[src/rfsw_pkg.sv]
`timescale 1ns / 1ps
// ----------------------------------------------------------------------------
// rfsw_pkg: shared types and constants of the remote switch code encoder
// Command and result item types, the queued item descriptor, the fixed symbol
// strings and the Manchester and nibble helpers.
// ----------------------------------------------------------------------------
package rfsw_pkg;

  // Operation codes
  localparam logic [2:0] OP_ON    = 3'd0;
  localparam logic [2:0] OP_OFF   = 3'd1;
  localparam logic [2:0] OP_DIM   = 3'd2;
  localparam logic [2:0] OP_LEARN = 3'd3;

  // Device models
  localparam logic [1:0] MODEL_CODE   = 2'd0;
  localparam logic [1:0] MODEL_DIMMER = 2'd2;
  localparam logic [1:0] MODEL_BELL   = 2'd3;
  localparam logic [1:0] MODEL_RESET  = 2'd1;

  // Configuration register indexes
  localparam logic [1:0] CFG_MODEL  = 2'd0;
  localparam logic [1:0] CFG_LETTER = 2'd1;
  localparam logic [1:0] CFG_HOUSE  = 2'd2;
  localparam logic [1:0] CFG_UNIT   = 2'd3;

  localparam int unsigned CFG_W   = 26;
  localparam int unsigned HOUSE_W = 26;

  // Command field of a self-learning frame
  localparam logic [1:0] CMD_ON  = 2'b10;
  localparam logic [1:0] CMD_OFF = 2'b01;
  localparam logic [1:0] CMD_DIM = 2'b00;

  // Symbol line: 73 symbols for a dim frame, 50 characters for a code frame
  localparam int unsigned SYM_W = 73;
  localparam int unsigned CODE_PAD_W = SYM_W - 50;

  // Index of the final byte for each frame kind
  localparam logic [5:0] CODE_LAST  = 6'd51;
  localparam logic [5:0] LEARN_LAST = 6'd39;
  localparam logic [5:0] DIM_LAST   = 6'd43;
  localparam logic [5:0] PULSE_IDX  = 6'd5;
  localparam logic [5:0] FIRST_IDX  = 6'd6;

  // Header and marker bytes
  localparam logic [7:0] CH_S      = 8'h53;
  localparam logic [7:0] CH_T      = 8'h54;
  localparam logic [7:0] CH_DOLLAR = 8'h24;
  localparam logic [7:0] CH_K      = 8'h6B;
  localparam logic [7:0] CH_PLUS   = 8'h2B;
  localparam logic [7:0] PULSE_DIM = 8'd147;
  localparam logic [7:0] PULSE_STD = 8'd132;
  localparam logic [3:0] FIRST_HI  = 4'h9;
  localparam logic [3:0] NIB_ONE   = 4'h8;
  localparam logic [3:0] NIB_ZERO  = 4'hA;

  // Fixed character strings, 'k' as one and '$' as zero, first character MSB
  localparam logic [17:0] ON_TAIL    = 18'b010101100110011001;
  localparam logic [17:0] OFF_TAIL   = 18'b010101100110010101;
  localparam logic [17:0] BELL_TAIL  = 18'b011001100110011001;
  localparam logic [15:0] UNIT7_TAIL = 16'b0110011001100101;
  localparam logic [3:0]  TUP_ONE    = 4'b0110;
  localparam logic [3:0]  TUP_ZERO   = 4'b0101;

  // Queue depth between front and back
  localparam int unsigned QUEUE_DEPTH = 2;
  localparam int unsigned QPTR_W = (QUEUE_DEPTH > 1) ? $clog2(QUEUE_DEPTH) : 1;
  localparam int unsigned QCNT_W = $clog2(QUEUE_DEPTH + 1);

  typedef enum logic [1:0] {
    MODE_UNSUP = 2'd0,
    MODE_CODE  = 2'd1,
    MODE_LEARN = 2'd2
  } mode_e;

  typedef struct packed {
    logic [2:0] operation;
    logic [7:0] dim_level;
  } cmd_t;

  typedef struct packed {
    logic [7:0] code_byte;
    logic       last_byte;
    logic       not_supported;
  } res_t;

  typedef struct packed {
    mode_e            mode;
    logic             dim;
    logic [SYM_W-1:0] sym;
  } desc_t;

  // Four characters per bit, bit 0 first
  function automatic logic [15:0] tuple4(input logic [3:0] v);
    logic [15:0] r;
    r = '0;
    for (int i = 0; i < 4; i++) begin
      r[15-4*i -: 4] = v[i] ? TUP_ONE : TUP_ZERO;
    end
    return r;
  endfunction

  // Manchester code of the house bits, MSB first: one as 10, zero as 01
  function automatic logic [2*HOUSE_W-1:0] manch_house(input logic [HOUSE_W-1:0] v);
    logic [2*HOUSE_W-1:0] r;
    r = '0;
    for (int j = 0; j < HOUSE_W; j++) begin
      r[2*HOUSE_W-1-2*j -: 2] = {v[HOUSE_W-1-j], ~v[HOUSE_W-1-j]};
    end
    return r;
  endfunction

  function automatic logic [7:0] manch_nib(input logic [3:0] v);
    logic [7:0] r;
    r = '0;
    for (int j = 0; j < 4; j++) begin
      r[7-2*j -: 2] = {v[3-j], ~v[3-j]};
    end
    return r;
  endfunction

  function automatic logic [3:0] sym_nib(input logic s);
    return s ? NIB_ONE : NIB_ZERO;
  endfunction

  // Self-learning header bytes
  function automatic logic [7:0] hdr_byte(input logic [2:0] idx);
    logic [7:0] r;
    case (idx)
      3'd0:    r = CH_T;
      3'd1:    r = 8'd127;
      3'd2:    r = 8'd255;
      3'd3:    r = 8'd24;
      default: r = 8'd1;
    endcase
    return r;
  endfunction

endpackage

[src/rfsw_front.sv]
`timescale 1ns / 1ps
// ----------------------------------------------------------------------------
// rfsw_front: configuration registers and command classification
// Holds the device registers and turns a command into a queue descriptor:
// frame kind, dim flag and the full symbol line the back end shifts out.
// ----------------------------------------------------------------------------
module rfsw_front
  import rfsw_pkg::*;
(
  input  logic             clk_i,
  input  logic             rst_ni,
  input  logic             cfg_we_i,
  input  logic [1:0]       cfg_idx_i,
  input  logic [CFG_W-1:0] cfg_data_i,
  input  cmd_t             cmd_i,
  output desc_t            desc_o
);

  logic [1:0]         model_q;
  logic [3:0]         letter_q;
  logic [HOUSE_W-1:0] house_q;
  logic [3:0]         unit_q;

  mode_e            mode;
  logic [1:0]       cmd_bits;
  logic [3:0]       lvl;
  logic             is_dim;
  logic [SYM_W-1:0] learn_sym;
  logic [SYM_W-1:0] code_sym;
  logic [15:0]      second_tup;
  logic [17:0]      tail;

  // Write configuration registers
  always_ff @(posedge clk_i or negedge rst_ni) begin
    if (!rst_ni) begin
      model_q  <= MODEL_RESET;
      letter_q <= '0;
      house_q  <= HOUSE_W'(1);
      unit_q   <= '0;
    end else if (cfg_we_i) begin
      case (cfg_idx_i)
        CFG_MODEL:  model_q  <= cfg_data_i[1:0];
        CFG_LETTER: letter_q <= cfg_data_i[3:0];
        CFG_HOUSE:  house_q  <= cfg_data_i[HOUSE_W-1:0];
        CFG_UNIT:   unit_q   <= cfg_data_i[3:0];
        default:    model_q  <= model_q;
      endcase
    end
  end

  // Classify the command
  always_comb begin
    mode     = MODE_UNSUP;
    is_dim   = 1'b0;
    cmd_bits = CMD_ON;
    lvl      = cmd_i.dim_level[7:4];
    if (model_q == MODEL_CODE) begin
      if (cmd_i.operation == OP_ON || cmd_i.operation == OP_OFF) begin
        mode = MODE_CODE;
      end
    end else if (model_q == MODEL_BELL) begin
      mode = MODE_CODE;
    end else if (cmd_i.operation == OP_ON && model_q == MODEL_DIMMER) begin
      mode     = MODE_LEARN;
      is_dim   = 1'b1;
      cmd_bits = CMD_DIM;
      lvl      = 4'hF;
    end else if (cmd_i.operation == OP_LEARN || cmd_i.operation == OP_ON) begin
      mode = MODE_LEARN;
    end else if (cmd_i.operation == OP_OFF) begin
      mode     = MODE_LEARN;
      cmd_bits = CMD_OFF;
    end else if (cmd_i.operation == OP_DIM) begin
      mode     = MODE_LEARN;
      is_dim   = 1'b1;
      cmd_bits = CMD_DIM;
    end
  end

  // Build the self-learning symbol line: house, group, command, unit, level, stop
  assign learn_sym = {manch_house(house_q), 2'b01, cmd_bits, manch_nib(unit_q),
                      is_dim ? manch_nib(lvl) : 8'h00, 1'b0};

  // Build the code-switch character line
  assign second_tup = (model_q == MODEL_BELL) ? UNIT7_TAIL : tuple4(unit_q);
  assign tail = (model_q == MODEL_BELL)     ? BELL_TAIL :
                (cmd_i.operation == OP_ON) ? ON_TAIL : OFF_TAIL;
  assign code_sym = {tuple4(letter_q), second_tup, tail, {CODE_PAD_W{1'b0}}};

  assign desc_o.mode = mode;
  assign desc_o.dim  = is_dim;
  assign desc_o.sym  = (mode == MODE_CODE) ? code_sym : learn_sym;

endmodule

[src/rfsw_queue.sv]
`timescale 1ns / 1ps
// ----------------------------------------------------------------------------
// rfsw_queue: descriptor queue between front and back
// Small register queue; full stalls the command port, empty idles the back.
// ----------------------------------------------------------------------------
module rfsw_queue
  import rfsw_pkg::*;
(
  input  logic  clk_i,
  input  logic  rst_ni,
  input  logic  push_i,
  input  desc_t desc_i,
  input  logic  pop_i,
  output logic  full_o,
  output logic  valid_o,
  output desc_t head_o
);

  desc_t             mem_q [QUEUE_DEPTH];
  logic [QPTR_W-1:0] wr_q, wr_d;
  logic [QPTR_W-1:0] rd_q, rd_d;
  logic [QCNT_W-1:0] cnt_q, cnt_d;

  // Advance pointers and fill count
  always_comb begin
    wr_d  = wr_q;
    rd_d  = rd_q;
    cnt_d = cnt_q;
    if (push_i) begin
      wr_d = (wr_q == QPTR_W'(QUEUE_DEPTH - 1)) ? '0 : wr_q + QPTR_W'(1);
    end
    if (pop_i) begin
      rd_d = (rd_q == QPTR_W'(QUEUE_DEPTH - 1)) ? '0 : rd_q + QPTR_W'(1);
    end
    if (push_i && !pop_i) begin
      cnt_d = cnt_q + QCNT_W'(1);
    end else if (pop_i && !push_i) begin
      cnt_d = cnt_q - QCNT_W'(1);
    end
  end

  always_ff @(posedge clk_i or negedge rst_ni) begin
    if (!rst_ni) begin
      wr_q  <= '0;
      rd_q  <= '0;
      cnt_q <= '0;
    end else begin
      wr_q  <= wr_d;
      rd_q  <= rd_d;
      cnt_q <= cnt_d;
    end
  end

  // Store pushed items
  always_ff @(posedge clk_i) begin
    if (push_i) begin
      mem_q[wr_q] <= desc_i;
    end
  end

  assign full_o  = (cnt_q == QCNT_W'(QUEUE_DEPTH));
  assign valid_o = (cnt_q != '0);
  assign head_o  = mem_q[rd_q];

endmodule

[src/rfsw_back.sv]
`timescale 1ns / 1ps
// ----------------------------------------------------------------------------
// rfsw_back: byte sequencer
// Loads one descriptor at a time and emits its byte string, one byte per
// clock, through a registered result port with a one-cycle strobe.
// ----------------------------------------------------------------------------
module rfsw_back
  import rfsw_pkg::*;
(
  input  logic  clk_i,
  input  logic  rst_ni,
  input  logic  valid_i,
  input  desc_t head_i,
  output logic  pop_o,
  output logic  res_strobe_o,
  output res_t  res_o
);

  logic             act_q, act_d;
  mode_e            mode_q, mode_d;
  logic             dim_q, dim_d;
  logic [SYM_W-1:0] sh_q, sh_d;
  logic [5:0]       cnt_q, cnt_d;

  logic       strobe_q;
  res_t       res_q, res_d;
  logic [5:0] last_idx;
  logic       fin;

  // Find the final byte of the current item
  always_comb begin
    case (mode_q)
      MODE_CODE:  last_idx = CODE_LAST;
      MODE_LEARN: last_idx = dim_q ? DIM_LAST : LEARN_LAST;
      default:    last_idx = '0;
    endcase
  end

  assign fin   = act_q && (cnt_q == last_idx);
  assign pop_o = valid_i && (!act_q || fin);

  // Form the current byte
  always_comb begin
    res_d.code_byte     = CH_PLUS;
    res_d.last_byte     = fin;
    res_d.not_supported = 1'b0;
    case (mode_q)
      MODE_CODE: begin
        if (cnt_q == '0) begin
          res_d.code_byte = CH_S;
        end else if (!fin) begin
          res_d.code_byte = sh_q[SYM_W-1] ? CH_K : CH_DOLLAR;
        end
      end
      MODE_LEARN: begin
        if (cnt_q < PULSE_IDX) begin
          res_d.code_byte = hdr_byte(cnt_q[2:0]);
        end else if (cnt_q == PULSE_IDX) begin
          res_d.code_byte = dim_q ? PULSE_DIM : PULSE_STD;
        end else if (cnt_q == FIRST_IDX) begin
          res_d.code_byte = {FIRST_HI, sym_nib(sh_q[SYM_W-1])};
        end else if (!fin) begin
          res_d.code_byte = {sym_nib(sh_q[SYM_W-1]), sym_nib(sh_q[SYM_W-2])};
        end
      end
      default: begin
        res_d.code_byte     = 8'h00;
        res_d.not_supported = 1'b1;
      end
    endcase
  end

  // Advance the sequencer, load the next item as the last byte goes out
  always_comb begin
    act_d  = act_q;
    mode_d = mode_q;
    dim_d  = dim_q;
    sh_d   = sh_q;
    cnt_d  = cnt_q;
    if (pop_o) begin
      act_d  = 1'b1;
      mode_d = head_i.mode;
      dim_d  = head_i.dim;
      sh_d   = head_i.sym;
      cnt_d  = '0;
    end else if (fin) begin
      act_d = 1'b0;
    end else if (act_q) begin
      cnt_d = cnt_q + 6'd1;
      if (mode_q == MODE_CODE && cnt_q != '0) begin
        sh_d = sh_q << 1;
      end else if (mode_q == MODE_LEARN && cnt_q == FIRST_IDX) begin
        sh_d = sh_q << 1;
      end else if (mode_q == MODE_LEARN && cnt_q > FIRST_IDX) begin
        sh_d = sh_q << 2;
      end
    end
  end

  always_ff @(posedge clk_i or negedge rst_ni) begin
    if (!rst_ni) begin
      act_q    <= 1'b0;
      mode_q   <= MODE_UNSUP;
      dim_q    <= 1'b0;
      cnt_q    <= '0;
      strobe_q <= 1'b0;
    end else begin
      act_q    <= act_d;
      mode_q   <= mode_d;
      dim_q    <= dim_d;
      cnt_q    <= cnt_d;
      strobe_q <= act_q;
    end
  end

  // Hold the symbol line and the result byte
  always_ff @(posedge clk_i) begin
    sh_q  <= sh_d;
    res_q <= res_d;
  end

  assign res_strobe_o = strobe_q;
  assign res_o        = res_q;

`ifndef SYNTH
  a_unsup_single : assert property (@(posedge clk_i) disable iff (!rst_ni)
    strobe_q && res_q.not_supported |-> res_q.last_byte && res_q.code_byte == 8'h00)
    else $error("unsupported item not a single zero byte");

  a_cnt_range : assert property (@(posedge clk_i) disable iff (!rst_ni)
    act_q |-> cnt_q <= CODE_LAST)
    else $error("byte index past the longest frame");

  a_item_runs : assert property (@(posedge clk_i) disable iff (!rst_ni)
    act_q && !fin |=> act_q && cnt_q == $past(cnt_q) + 6'd1)
    else $error("item stopped before its last byte");

  a_strobe_follows : assert property (@(posedge clk_i) disable iff (!rst_ni)
    act_q |=> strobe_q)
    else $error("active cycle produced no result strobe");
`endif

endmodule

[src/rf_remote_switch_code_encoder.sv]
`timescale 1ns / 1ps
// ----------------------------------------------------------------------------
// rf_remote_switch_code_encoder: 433 MHz remote switch command encoder
// Turns one switch command into the transmitter byte string for the
// configured device model.
// ----------------------------------------------------------------------------
// A command is taken when start is high and busy is low. It passes through the
// queue and the byte sequencer, and the string comes out one byte per clock
// on res_o, each byte marked by res_strobe_o for one cycle; the receiver must
// take every byte as it appears. A code-switch or bell string is 52 bytes,
// a self-learning on, off or learn string 40, a dim string 44, and a command
// the model cannot encode gives a single zero byte flagged not_supported.
// The byte sequencer sets the rate at one byte per clock; a two-item queue
// ahead of it takes new commands while a string is still going out, and
// busy is high only while that queue is full. Write the configuration
// registers only while no string is pending.
// ----------------------------------------------------------------------------
module rf_remote_switch_code_encoder
  import rfsw_pkg::*;
(
  input  logic             clk_i,
  input  logic             rst_ni,
  input  logic             start,
  output logic             busy,
  input  cmd_t             cmd_i,
  input  logic             cfg_we_i,
  input  logic [1:0]       cfg_idx_i,
  input  logic [CFG_W-1:0] cfg_data_i,
  output logic             res_strobe_o,
  output res_t             res_o
);

  desc_t front_desc;
  desc_t head;
  logic  push;
  logic  pop;
  logic  full;
  logic  head_valid;

  assign push = start && !full;
  assign busy = full;

  // Classify commands
  rfsw_front u_front (
    .clk_i      (clk_i),
    .rst_ni     (rst_ni),
    .cfg_we_i   (cfg_we_i),
    .cfg_idx_i  (cfg_idx_i),
    .cfg_data_i (cfg_data_i),
    .cmd_i      (cmd_i),
    .desc_o     (front_desc)
  );

  // Queue items between front and back
  rfsw_queue u_queue (
    .clk_i   (clk_i),
    .rst_ni  (rst_ni),
    .push_i  (push),
    .desc_i  (front_desc),
    .pop_i   (pop),
    .full_o  (full),
    .valid_o (head_valid),
    .head_o  (head)
  );

  // Emit bytes
  rfsw_back u_back (
    .clk_i        (clk_i),
    .rst_ni       (rst_ni),
    .valid_i      (head_valid),
    .head_i       (head),
    .pop_o        (pop),
    .res_strobe_o (res_strobe_o),
    .res_o        (res_o)
  );

endmodule
[config.mk]
export PLATFORM = sky130hd
export DESIGN_NAME = rf_remote_switch_code_encoder
export DESIGN_NICKNAME = d
export VERILOG_FILES = /design/src/rfsw_pkg.sv /design/src/rfsw_front.sv /design/src/rfsw_queue.sv /design/src/rfsw_back.sv /design/src/rf_remote_switch_code_encoder.sv
export SDC_FILE = /design/constraint.sdc
export NUM_CORES = 1
export LEC_CHECK = 0
export BUFFER_PORTS_ARGS = -buffer_cell sky130_fd_sc_hd__buf_2
export CORE_UTILIZATION = 45
export CTS_CLUSTER_SIZE = 24
export DETAILED_ROUTE_END_ITERATION = 8
export GPL_TIMING_DRIVEN = 0
export MAX_ROUTING_LAYER = met4
export PLACE_DENSITY = 0.71
export SETUP_SLACK_MARGIN = 0.02
export SLEW_MARGIN = 25
export SYNTH_ARGS = -nofsm -noshare
export SYNTH_HDL_FRONTEND = slang
export SYNTH_SLANG_ARGS = --single-unit
export TNS_END_PERCENT = 50
[constraint.sdc]
create_clock -name clk_i -period 15.1 [get_ports clk_i]
set_input_delay 3.775 -clock clk_i [delete_from_list [all_inputs] [get_ports clk_i]]
set_output_delay 3.775 -clock clk_i [all_outputs]
set_load 0.02 [all_outputs]
==> impl_results.md <==
- First-pass GRT wire length: 39.30 mm
- R2R Path Start: u_back.cnt_q[3]
- Num CTS Buffers: 30
- Non-Filler Instances: 1356
- Fin worst setup slack: 9221 ps
- Initial Util: 46.15%
- Met1 usage in global routing: 24.58%
- CTS sink count: 281
- Met3 GRT Util: 2.788%
- Fraction of layout instances using a drive strength above 1: 16.94%
- Cts repair resizes: 0
- All-Layer GR Usage: 18.45%
- VDD IR-drop max: 0.09541 mV
- Worst Reg-to-Reg Cells: 10
- P&R area growth vs syn: 15.07%
- RD Place Congestion: 0.8221
- Largest net degree at the start of global routing: 52
- Synth Cell Area: 12090 um2
- Post-route DRC violation count: 7
- Pwr dens: 238.0 nW/um2
- GRT met2 Usage: 29.57%
- Hold Path Depth: 0
- Most common cell after layout, fill and taps aside: edfxtp_1
- Die H: 165.9 um
- Synthesized net count: 961
- Register area: 8085 um2
- Worst Skew: 16.28 ps
- Final period utilization: 38.93%
- Startpoint Class: input pin
- Vias in the first global route: 7433
- Number of synthesized register bits: 281
- Hold Startpoint: u_back.act_q
- Synth top area share: 54.62%
- Max_cap viols: 0
- DRT iter0 DRCs: 705
- Post-Syn Instances: 910
- N_diodes: 0
- Sequential share of the synthesized area: 66.85%
- Initial antenna violation count: 0
- Final hold violation count: 0
- Most frequent cells in the layout: edfxtp_1, nand2_1, a21oi_1
- DP HPWL: 16.23 mm
- Share of flip-flops with an asynchronous set or reset: 18.15%
- Clock Root Buffer: clkbuf_16
- Reg2reg end: u_back.sh_q[58]
- Util after Layout: 53.11%
- Final setup viols: 0
- Worst EP arrival: 6180 ps
- Setup Slack @ Placement: 8642 ps
- Synth area leaders: edfxtp_1, dfrtp_1, mux2i_1
- Violated checks: DRC
- Dpl cells: 1300
- Busiest grt layer: met2
- # rows: 59
- Drt via density: 5.541
- Post-synth EDFFs: 220
- Worst hold endpoint: u_back.res_strobe_o
- Yosys Warn Count: 0
- Main synth FF type: edfxtp_1
- Routed WL per cell: 17.88 um
- Final nets: 1048
- Antenna-violating nets left: 0
- DR pass1 iterations: 7
- Status: finished, violations left
- GRT overflow: 0
- Fillers: 2158
- H-tree levels: 1
- Via count: 7513
- Final WL: 24.24 mm
- Unrepaired setup endpoints after global routing: false
- Relative slew slack: 45.99%
- CP endpoint kind: flip-flop
- Core ar.: 26210 um2
- Max Slew Vio Count: 0
- I/O pin count: 55
- Worst-Skew Late Latency: 560 ps
- Area of the multi-input gates: 3596 um2
- Worst-path fanout max: 11
- Min-delay worst type: flip-flop to flip-flop
- Synth area leader: edfxtp_1
- Final Critical Period: 5879 ps
- Worst-Margin Slew: 810.2 ps
- CTS Hold Buffers Added: 0
- Setup Crit Path Kind: input pin to flip-flop
- IO buf count: 48
- CTS tree: yes
- Setup TNS: 0 ps
- Clk slew on worst S/H paths: 60 ps
- Clk buf depth: 3
- CP required: 15400 ps
- Yosys cell types: 52
- Die area: 27540 um2
- Flop-to-flop setup slack: 11620 ps
- Static Leak: 5.487 nW
- Upper clock frequency limit: 170.1 MHz
- Post-CTS Setup Inserts: 0
- DIE WIDTH: 165.9 um
- Synthesized area per cell: 13.29 um2
-- synthesized netlist by cell type (3+ instances only) --
| cell type | n |
|---|---|
| o21ai_0 | 13 |
| and2_1 | 8 |
| a21oi_1 | 89 |
| o22ai_1 | 5 |
| dfrtp_1 | 49 |
| o21a_1 | 3 |
| buf_4 | 9 |
| ha_1 | 8 |
| or3_1 | 3 |
| nor2b_1 | 8 |
| edfxtp_1 | 220 |
| xor2_1 | 3 |
| buf_2 | 19 |
| nand3b_1 | 3 |
| nor3_1 | 13 |
| nand3_1 | 4 |
| xnor2_1 | 5 |
| nor2_1 | 38 |
| mux2_2 | 36 |
| a22oi_1 | 74 |
| clkbuf_1 | 26 |
| nand2b_1 | 11 |
| a21o_1 | 6 |
| dfxtp_1 | 10 |
| inv_1 | 40 |
| nand2_1 | 95 |
| mux2i_1 | 81 |
-- cells by family after synthesis --
logic type	count (synthesis)	share of synthesized area, %
buffers and inverters	99	3.610
and+or+nand+nor	192	7.232
AOI/OAI and AO/OA	205	10.84
muxes	117	10.06
xor gates and xnor gates	8	0.5794
adders and majority gates	8	0.8277
DFF	281	66.85
-- metal layers --
metal  vias to the layer above  wire (um)
li1                       3547          -
met1                      3656      10540
met2                       273      11680
met3                        37       1511
met4                         0        513
met5                         -          0
-- worst max-delay path, cell delays in order --
cell and delay, ps:
clkbuf_1 240, or3_1 490, nor2_1 180, a21o_1 110, buf_2 180, clkinv_1 390, buf_1 490, nand2_1 230
inv_1 70
-- final cells by class --
class	count	share of cell area, %
Buffer	57	2.005
Clock buffer	47	6.212
Clock inverter	9	0.6833
Inverter	42	1.133
Multi-Input combinational cell	530	25.84
Sequential cell	281	58.10
Tap cell	335	3.012
Timing Repair Buffer	55	3.021
-- registers in the layout, summed over array words and instances (netlist names) --
register             flops
u_back.res_strobe_o      1
u_back.mode_q            2
u_back.cnt_q             6
u_back.res_o            10
u_front.unit_q           4
u_queue.cnt_q            2
u_front.house_q         26
u_queue.rd_q             1
u_back.dim_q             1
u_back.sh_q             72
u_queue.mem_q          148
u_front.model_q          2
u_queue.wr_q             1
u_front.letter_q         4
u_back.act_q             1
-- stage by stage --
stage                     hold WS [ps]  instance area [um2]  total power (W)
after floorplan                  373.8                12090         0.002253
after global placement           395.7                12750         0.002551
after detailed placement         398.5                12960         0.002622
after CTS                        418.8                13920         0.003327
after global routing             425.0                13920         0.003513
final                            422.6                13920         0.003312
-- power by group --
part,switching (W),total [W],internal (W)
sequential,0.000118,0.00138,0.00126
clock,0.000291,0.000702,0.000410
combinational,0.000742,0.00123,0.000488
-- how the worst max path moves through the flow --
stage | end | slack, ps | start | cells after the start
floorplan | u_queue.mem_q[0][10] | 7640 | start | 2
global placement | u_queue.mem_q[0][51] | 5650 | start | 3
detailed placement | u_queue.mem_q[0][48] | 8640 | cmd_i[10] | 9
CTS | u_queue.mem_q[1][48] | 9260 | cmd_i[10] | 9
global route | u_queue.mem_q[1][60] | 9080 | cmd_i[10] | 9
finish | u_queue.mem_q[0][36] | 9220 | cmd_i[10] | 9
No activity file was read; power rests on OpenSTA's default activity.
